===== src/rtl/itoa_pkg.sv =====
// package: request kinds, microcode word layout and the control store
package itoa_pkg;

  // request kinds
  localparam logic [1:0] REQ_BYTE  = 2'd0;
  localparam logic [1:0] REQ_DEC16 = 2'd1;
  localparam logic [1:0] REQ_HEX16 = 2'd2;
  localparam logic [1:0] REQ_DEC32 = 2'd3;

  // digit store and bit-loop sizes
  localparam int NumDigits  = 10;
  localparam int DigitBits  = 4 * NumDigits;
  localparam int HexDigits  = 4;
  localparam int Dec16Bits  = 16;
  localparam int Dec32Bits  = 32;

  // ascii codes
  localparam logic [7:0] CHAR_ZERO  = 8'h30;
  localparam logic [7:0] CHAR_UPPER = 8'h41;
  localparam logic [7:0] CHAR_MINUS = 8'h2d;

  // microcode operations
  typedef enum logic [2:0] {
    OP_WAIT,
    OP_BYTE,
    OP_DABBLE,
    OP_SKIP,
    OP_SIGN,
    OP_DIGIT
  } op_t;

  typedef logic [2:0] step_t;

  // one control word: operation, jump target when done, alternate dispatch target
  typedef struct packed {
    op_t   op;
    step_t tgt;
    step_t alt;
  } ctl_t;

  // control store step numbers
  localparam step_t STEP_WAIT   = 3'd0;
  localparam step_t STEP_BYTE   = 3'd1;
  localparam step_t STEP_DABBLE = 3'd2;
  localparam step_t STEP_SKIP   = 3'd3;
  localparam step_t STEP_SIGN   = 3'd4;
  localparam step_t STEP_DIGIT  = 3'd5;

  // read-only control store
  function automatic ctl_t ucode(input step_t pc);
    ctl_t w;
    case (pc)
      STEP_WAIT:   w = '{op: OP_WAIT,   tgt: STEP_BYTE, alt: STEP_DABBLE};
      STEP_BYTE:   w = '{op: OP_BYTE,   tgt: STEP_WAIT, alt: STEP_WAIT};
      STEP_DABBLE: w = '{op: OP_DABBLE, tgt: STEP_SKIP, alt: STEP_WAIT};
      STEP_SKIP:   w = '{op: OP_SKIP,   tgt: STEP_SIGN, alt: STEP_WAIT};
      STEP_SIGN:   w = '{op: OP_SIGN,   tgt: STEP_DIGIT, alt: STEP_WAIT};
      STEP_DIGIT:  w = '{op: OP_DIGIT,  tgt: STEP_WAIT, alt: STEP_WAIT};
      default:     w = '{op: OP_WAIT,   tgt: STEP_BYTE, alt: STEP_DABBLE};
    endcase
    return w;
  endfunction

  // one digit to its ascii character, upper-case for ten and above
  function automatic logic [7:0] digit_char(input logic [3:0] d);
    logic [7:0] c;
    if (d > 4'd9) begin
      c = CHAR_UPPER + {4'd0, d} - 8'd10;
    end else begin
      c = CHAR_ZERO + {4'd0, d};
    end
    return c;
  endfunction

endpackage


===== src/rtl/integer_to_ascii_formatter_core.sv =====
// top level: microcoded integer to ascii formatter
//
// Takes one request (raw byte, signed 16-bit decimal, 16-bit upper-case hex or
// signed 32-bit decimal) and sends its characters one per output transfer, with
// last set on the final one. One request is in work at a time; in_stall is low
// only while the sequencer sits at its wait step. Hex and decimal requests go
// through leading-zero skips and a sign step, which is passed whether or not a
// minus goes out. Decimal requests use the shift-and-add-3 binary to bcd loop,
// which takes one input bit per cycle. The output register lets the sequencer
// move on while a character waits to be taken.
module integer_to_ascii_formatter_core
  import itoa_pkg::*;
(
  input  logic        clk,
  input  logic        rst,
  input  logic        in_valid,
  output logic        in_stall,
  input  logic [1:0]  req_type,
  input  logic signed [31:0] value,
  output logic        out_valid,
  input  logic        out_stall,
  output logic [7:0]  ch,
  output logic        last
);

  // sequencer and datapath registers
  step_t                pc, pc_next;
  logic [31:0]          mag, mag_next;
  logic [DigitBits-1:0] bcd, bcd_next;
  logic [5:0]           cnt, cnt_next;
  logic [3:0]           ndig, ndig_next;
  logic                 neg, neg_next;
  logic                 out_valid_next;
  logic [7:0]           ch_next;
  logic                 last_next;

  ctl_t                 ctl;
  logic                 out_free;
  logic                 in_xfer;
  logic [15:0]          w16;
  logic [15:0]          mag16;
  logic [DigitBits-1:0] adj;

  assign ctl      = ucode(pc);
  assign out_free = !out_valid || !out_stall;
  assign in_stall = (ctl.op != OP_WAIT);
  assign in_xfer  = in_valid && !in_stall;
  assign w16      = value[15:0];
  assign mag16    = w16[15] ? (16'd0 - w16) : w16;

  // add 3 to every bcd digit of five or more
  always_comb begin
    for (int i = 0; i < NumDigits; i++) begin
      adj[4*i +: 4] = (bcd[4*i +: 4] > 4'd4) ? (bcd[4*i +: 4] + 4'd3) : bcd[4*i +: 4];
    end
  end

  // microcode execution
  always_comb begin
    pc_next        = pc;
    mag_next       = mag;
    bcd_next       = bcd;
    cnt_next       = cnt;
    ndig_next      = ndig;
    neg_next       = neg;
    out_valid_next = out_valid && out_stall;
    ch_next        = ch;
    last_next      = last;
    case (ctl.op)
      OP_WAIT: begin
        if (in_xfer) begin
          case (req_type)
            REQ_BYTE: begin
              bcd_next = {value[7:0], {(DigitBits - 8){1'b0}}};
              neg_next = 1'b0;
              pc_next  = ctl.tgt;
            end
            REQ_DEC16: begin
              neg_next  = w16[15];
              mag_next  = {mag16, 16'd0};
              bcd_next  = '0;
              cnt_next  = 6'(Dec16Bits);
              ndig_next = 4'(NumDigits);
              pc_next   = ctl.alt;
            end
            REQ_HEX16: begin
              neg_next  = 1'b0;
              bcd_next  = {w16, {(DigitBits - 16){1'b0}}};
              cnt_next  = '0;
              ndig_next = 4'(HexDigits);
              pc_next   = ctl.alt;
            end
            default: begin
              neg_next  = value[31];
              mag_next  = value[31] ? (32'd0 - value) : value;
              bcd_next  = '0;
              cnt_next  = 6'(Dec32Bits);
              ndig_next = 4'(NumDigits);
              pc_next   = ctl.alt;
            end
          endcase
        end
      end
      OP_BYTE: begin
        if (out_free) begin
          out_valid_next = 1'b1;
          ch_next        = bcd[DigitBits-1 -: 8];
          last_next      = 1'b1;
          pc_next        = ctl.tgt;
        end
      end
      OP_DABBLE: begin
        // one bit of the binary to bcd conversion per step
        if (cnt == '0) begin
          pc_next = ctl.tgt;
        end else begin
          bcd_next = {adj[DigitBits-2:0], mag[31]};
          mag_next = {mag[30:0], 1'b0};
          cnt_next = cnt - 6'd1;
        end
      end
      OP_SKIP: begin
        // drop leading zero digits, keep at least one
        if (bcd[DigitBits-1 -: 4] == 4'd0 && ndig > 4'd1) begin
          bcd_next  = {bcd[DigitBits-5:0], 4'd0};
          ndig_next = ndig - 4'd1;
        end else begin
          pc_next = ctl.tgt;
        end
      end
      OP_SIGN: begin
        if (!neg) begin
          pc_next = ctl.tgt;
        end else if (out_free) begin
          out_valid_next = 1'b1;
          ch_next        = CHAR_MINUS;
          last_next      = 1'b0;
          pc_next        = ctl.tgt;
        end
      end
      OP_DIGIT: begin
        if (out_free) begin
          out_valid_next = 1'b1;
          ch_next        = digit_char(bcd[DigitBits-1 -: 4]);
          last_next      = (ndig == 4'd1);
          bcd_next       = {bcd[DigitBits-5:0], 4'd0};
          ndig_next      = ndig - 4'd1;
          if (ndig == 4'd1) begin
            pc_next = ctl.tgt;
          end
        end
      end
      default: begin
        pc_next = STEP_WAIT;
      end
    endcase
  end

  // control registers
  always_ff @(posedge clk) begin
    if (rst) begin
      pc        <= STEP_WAIT;
      cnt       <= '0;
      ndig      <= 4'd1;
      out_valid <= 1'b0;
    end else begin
      pc        <= pc_next;
      cnt       <= cnt_next;
      ndig      <= ndig_next;
      out_valid <= out_valid_next;
    end
  end

  // payload registers
  always_ff @(posedge clk) begin
    mag  <= mag_next;
    bcd  <= bcd_next;
    neg  <= neg_next;
    ch   <= ch_next;
    last <= last_next;
  end

`ifndef SYNTH
  // an accepted request leaves the wait step
  a_leave_wait: assert property (@(posedge clk) disable iff (rst)
    in_valid && !in_stall |=> in_stall)
    else $error("sequencer stayed at wait after a request transfer");

  // the bit counter runs only inside the conversion loop
  a_cnt_in_loop: assert property (@(posedge clk) disable iff (rst)
    cnt != 6'd0 |-> ctl.op == OP_DABBLE)
    else $error("bit counter nonzero outside the conversion loop");

  // digit emission always has a digit left
  a_digit_left: assert property (@(posedge clk) disable iff (rst)
    ctl.op == OP_DIGIT |-> ndig != 4'd0 && ndig <= 4'd10)
    else $error("digit count out of range while emitting");
`endif

endmodule


===== config.mk =====
export PLATFORM = sky130hd
export DESIGN_NAME = integer_to_ascii_formatter_core
export DESIGN_NICKNAME = d
export VERILOG_FILES = /design/src/rtl/itoa_pkg.sv /design/src/rtl/integer_to_ascii_formatter_core.sv
export SDC_FILE = /design/constraint.sdc
export NUM_CORES = 1
export LEC_CHECK = 0
export BUFFER_PORTS_ARGS = -buffer_cell sky130_fd_sc_hd__buf_2
export CORE_MARGIN = 1.5
export CORE_UTILIZATION = 44
export DETAILED_ROUTE_END_ITERATION = 10
export GPL_ROUTABILITY_DRIVEN = 0
export HOLD_SLACK_MARGIN = 0.03
export PLACE_DENSITY = 0.71
export SYNTH_ARGS = -nofsm -noshare
export SYNTH_HDL_FRONTEND = slang
export SYNTH_SLANG_ARGS = --single-unit

===== constraint.sdc =====
create_clock -name clk -period 7.86 [get_ports clk]
set_input_delay 0.393 -clock clk [delete_from_list [all_inputs] [get_ports clk]]
set_output_delay 0.393 -clock clk [all_outputs]
set_load 0.01 [all_outputs]

After elaboration in Yosys (flattened, before gate mapping):

Index checks and enable logic that the tools add are counted.

* mux-type cells: 56
* reduce and logical (&&, ||, !) cells: 25
* order comparisons: 12
* add/subtract/negate cells: 17
* equal/unequal tests: 25

Operator list (number)
* 40-bit two-way mux: 4
* 40-bit one-hot mux with 4 select lines: 1
* 32-bit one-hot mux with 2 select lines: 2
* 32-bit two-way mux: 3
* 40-bit one-hot mux with 2 select lines: 1
* 4-bit two-way mux: 12
* 9-bit one-hot mux with 5 select lines: 1
* 4-bit by 3-bit greater-than comparator with 1-bit output, second input constant: 10
* 8-bit two-way mux: 5
* 4-bit by 2-bit adder with 4-bit output, second input constant: 9
* 1-bit by 32-bit subtractor with 32-bit output, first input constant: 1
* 3-bit two-way mux: 9
* 2-bit inequality test, second input constant: 12
* 8-bit one-hot mux with 3 select lines: 1
* 5-bit AND reduction: 4
* 3-bit one-hot mux with 6 select lines: 1
* 6-bit one-hot mux with 3 select lines: 1
* 16-bit two-way mux: 1
* 1-bit by 16-bit subtractor with 16-bit output, first input constant: 1
* 3-bit by 2-bit equality test with 1-bit output, second input constant: 4
* 3-bit equality test, second input constant: 4
* 6-bit two-way mux: 2
* 4-bit one-hot mux with 3 select lines: 1
* 6-bit one-hot mux with 2 select lines: 1
* other kinds (29): 44

* output and inout port bits: 11
* logic and storage cells: 144
* input port bits: 38
* flip-flop bits (word level): 96

Logic depth before layout (Yosys ltp):

* word-level depth: 7
* gate-level depth with buffers: 9
* depth with buffers taken out: 8

Worst setup path before layout:

No wires, ideal clock.

* path type: register to register
* start point: reg pc[1]
* end point: reg mag[0], enable pin
* setup time: 0.432 ns
* buffers on the path: 2
* required time: 7.428 ns
* stages on the path, launching flop included: 7
* path slack: 4.345 ns
* data arrival time: 3.083 ns
* clock period less this slack: 3.515 ns
* cells stage by stage: dfxtp_1 clkbuf_1 or3b_1 clkbuf_1 a31oi_1 nor2_1 a21oi_1

* longest elaborated chain between the ends: 7
* elaborated cells between the ends (all ways): 16
* those cells by class: 9 x eq/ne; 1 x mux; 6 x reduce/logical

RTL lines
* start, declared: RTL line integer_to_ascii_formatter_core.sv:27 `step_t pc, pc_next;`
* start signal, assigned: RTL line integer_to_ascii_formatter_core.sv:167 `pc <= pc_next;`
* 3-bit equality test (tied with other cells): RTL line itoa_pkg.sv:52 `case (pc)`
* 9-bit one-hot mux with 5 select lines (*): RTL line itoa_pkg.sv:52
* 3-bit nonzero test: RTL line integer_to_ascii_formatter_core.sv:46 `assign in_stall = (ctl.op != OP_WAIT);`
* 1-bit logical NOT: RTL line integer_to_ascii_formatter_core.sv:47 `assign in_xfer = in_valid && !in_stall;`
* 1-bit logical AND: RTL line integer_to_ascii_formatter_core.sv:47
* 2-bit inequality test (no source line)
* 4-bit AND reduction (no source line) (*)
* end signal, assigned: RTL line integer_to_ascii_formatter_core.sv:176 `mag <= mag_next;`
* end, declared: RTL line integer_to_ascii_formatter_core.sv:28 `logic [31:0] mag, mag_next;`

Mark *: on every way between the ends. The rest lies on a longest branch, timed or not.
A chain may end at the register's enable or synchronous reset.

Worst setup path after layout:

* start point: reg pc[1]
* end point: reg mag[16], enable pin

The elaborated chain is that of the path after synthesis.

==> impl_metrics.env <==
export IMPL_synthesis_area_um2=6420
export IMPL_hold_violations=0
export IMPL_setup_violations_final=0
export IMPL_die_area_um2=15300
export IMPL_cts_resized=0
export IMPL_synth_compound_area_share_pct=22.6
export IMPL_synth_edf_count=82
export IMPL_synth_nets=779
export IMPL_final_cell_mix="82 x edfxtp_1, 77 x nand2_1, 66 x a21oi_1"
export IMPL_syn_instance_count=720
export IMPL_synthArstFlopShare_pct=0
export IMPL_synth_top_family_by_area="compound AO/OA/AOI/OAI gates"
export IMPL_crit_family="compound AO/OA/AOI/OAI gates"
export IMPL_vias_per_cell=5.97
export IMPL_min_delay_start="rst"
export IMPL_drt_iter0_markers=489
export IMPL_power_density_nw_per_um2=380
export IMPL_synth_fa_ha_area_share_pct=4.09
export IMPL_portBuffers=48
export IMPL_tightest_slew_ns=1.22
export IMPL_finalMaxSlewViolations=0
export IMPL_ys_seq_area_share_pct=42.7
export IMPL_total_power_mw=2.69
export IMPL_wl_um=15700
export IMPL_yosysWarnings=0
export IMPL_fin_cells=920
export IMPL_pre_cts_ws_ns=4.94
export IMPL_worstSkewPairLatency_ns=0.35
export IMPL_leakage_nw=2.59
export IMPL_initial_utilization_pct=45.7
export IMPL_drive_gt1_share_pct=11.1
export IMPL_period_minus_slack_ns=2.95
export IMPL_cts_num_sinks=96
export IMPL_grt_antenna_before_repair=0
export IMPL_grt_pass1_vias=5305
export IMPL_fp_row_count=43
export IMPL_dp_hpwl_um=10800
export IMPL_reg2reg_from="pc[1]$_SDFFE_PP0P_"
export IMPL_cp_end_kind="flip-flop"
export IMPL_fin_setup_tns_ns=0
export IMPL_grt_max_degree=57
export IMPL_synth_xor_area_share_pct=6.55
export IMPL_post_cts_buffers=0
export IMPL_root_buffer="clkbuf_16"
export IMPL_drc_errors=0
export IMPL_maxCapViolations=0
export IMPL_placed_cell_area_um2=6750
export IMPL_final_common_cell="edfxtp_1"
export IMPL_crit_buf_inv=0
export IMPL_core_area_um2=14000
export IMPL_rsz0062_at_grt="false"
export IMPL_area_delta_synth_final_pct=10.2
export IMPL_cts_made_buffers=9
export IMPL_track_usage_pct=21.6
export IMPL_cts_tree="yes"
export IMPL_crit_start="pc[1]$_SDFFE_PP0P_"
export IMPL_fillers=1277
export IMPL_diodes=0
export IMPL_cp_max_fo=32
export IMPL_worstPathRequired_ns=7.83
export IMPL_routedWlPerCell_um=17.1
export IMPL_via_count=5494
export IMPL_nets=794
export IMPL_synth_seq_cells=96
export IMPL_max_slew_margin_rel_pct=18.0
export IMPL_status="finished clean"
export IMPL_max_freq_mhz=339
export IMPL_dr_pass1_iters=5
export IMPL_ir_worst_vdd_mv=0.144
export IMPL_die_h_um=124
export IMPL_yosys_area_share_simple_pct=18.0
export IMPL_grt_pass1_wl_um=26000
export IMPL_cp_cell_sequence="or3b_1 > a31oi_1 > nor2_1 > a21oi_4"
export IMPL_synthMuxAreaShare_pct=0.468
export IMPL_period_share_pct=37.5
export IMPL_max_stage_delay_ns=0.85
export IMPL_ctsHoldBuffers=0
export IMPL_ios=49
export IMPL_critical_path_startpoint_type="flip-flop"
export IMPL_final_area_um2=7070
export IMPL_cp_slowest_cell="a21oi_4"
export IMPL_ys_types=63
export IMPL_clock_skew_ns=0.0116
export IMPL_cts_max_level=3
export IMPL_overflow=0
export IMPL_holdCritPathClass="input pin to flip-flop"
export IMPL_synth_avg_cell_area_um2=8.91
export IMPL_clock_path_buffers=2
export IMPL_die_w_um=124
export IMPL_path_clk_slew_ns=0.07
export IMPL_final_core_util_pct=50.4
export IMPL_ant_nets=0
export IMPL_dp_cells=904
export IMPL_finalWorstSetupSlack_ns=4.91
export IMPL_arrival_ns=2.92
export IMPL_synthFlopType="edfxtp_1"
export IMPL_crit_type="flip-flop to flip-flop"
export IMPL_holdWs_ns=0.385
==> cell type report <==
type / count / area (um2) / area share (%)
flip-flops and latches: 96 / 2740 / 38.8
repair buffers: 53 / 278 / 3.93
well taps: 180 / 225 / 3.18
clock inverters: 6 / 91.3 / 1.29
multi-input cells: 533 / 3350 / 47.4
clock buffers: 10 / 229 / 3.24
inverters: 42 / 158 / 2.23
==> final timing paths <==
kind	slack [ns]	to	cells past startpoint
setup / recovery	4.91	mag[16]$_DFFE_PP_	4
hold reg to reg	0.49	cnt[4]$_SDFFE_PP0P_	2
hold / removal	0.39	ndig[1]$_SDFFE_PP0P_	2
setup reg to reg	4.91	mag[16]$_DFFE_PP_	4
==> worst register-to-register path, stage by stage, from the launching register on <==
cell	delay, ns
dfxtp_1	0.67
or3b_1	0.43
a31oi_1	0.39
nor2_1	0.22
a21oi_4	0.85
==> flip-flops by register name, indices dropped and copies added, names as in the netlist <==
| signal | flops |
|---|---|
| mag | 32 |
| ch | 8 |
| pc | 3 |
| last | 1 |
| cnt | 6 |
| ndig | 4 |
| out_valid | 1 |
| neg | 1 |
| bcd | 40 |
==> where the power goes <==
group	internal (mW)	total, mW	leakage, nW	switching [mW]
registers	0.908	1.10	0.915	0.190
logic	0.426	1.11	1.52	0.681
clock network	0.282	0.485	0.157	0.203
==> routing by layer <==
layer / track usage [%] / up-vias / part of all wire (%)
met3: 3.34 / 26 / 5.1
li1: - / 2667 / -
met1: 28.2 / 2610 / 45
met5: 0 / - / 0
met2: 35.9 / 191 / 48
met4: 9.05 / 0 / 1.9
==> cells by family (layout without fill, tap and decap cells) <==
family | count (synthesis) | after routing
flip-flops | 96 | 96
multiplexers | 3 | 3
AND/OR/NAND/NOR | 232 | 232
buffers and inverters | 91 | 111
XOR/XNOR | 48 | 48
adder cells (fa/ha/maj) | 21 | 21
AO/OA/AOI/OAI | 229 | 229
==> synth_stat cells (5+ instances only) <==
cell      number  area share, %
nand2_1       77            4.5
dfxtp_1       14            4.4
and3_1         6           0.58
or3_1          9           0.88
buf_1          7           0.41
clkbuf_1      36            2.1
a21oi_1       67            5.2
a221o_1        9            1.4
buf_2          5           0.39
a22o_1        16            2.2
nand3_1        6           0.47
nor3_1        22            1.7
xor2_1        14            1.9
edfxtp_1      82             38
nor2_1        53            3.1
o31ai_1       10            1.2
nor2b_1        6           0.58
ha_1          21            4.1
o22ai_1       12            1.2
nor4_1         8           0.78
nand2b_1       8           0.78
inv_1         42            2.5
a22oi_1       11            1.3
xnor2_1       34            4.6
nor3b_1        8           0.94
o21ai_0       58            4.5
o21ai_1        7           0.55
No activity file was read; power rests on OpenSTA's default activity.
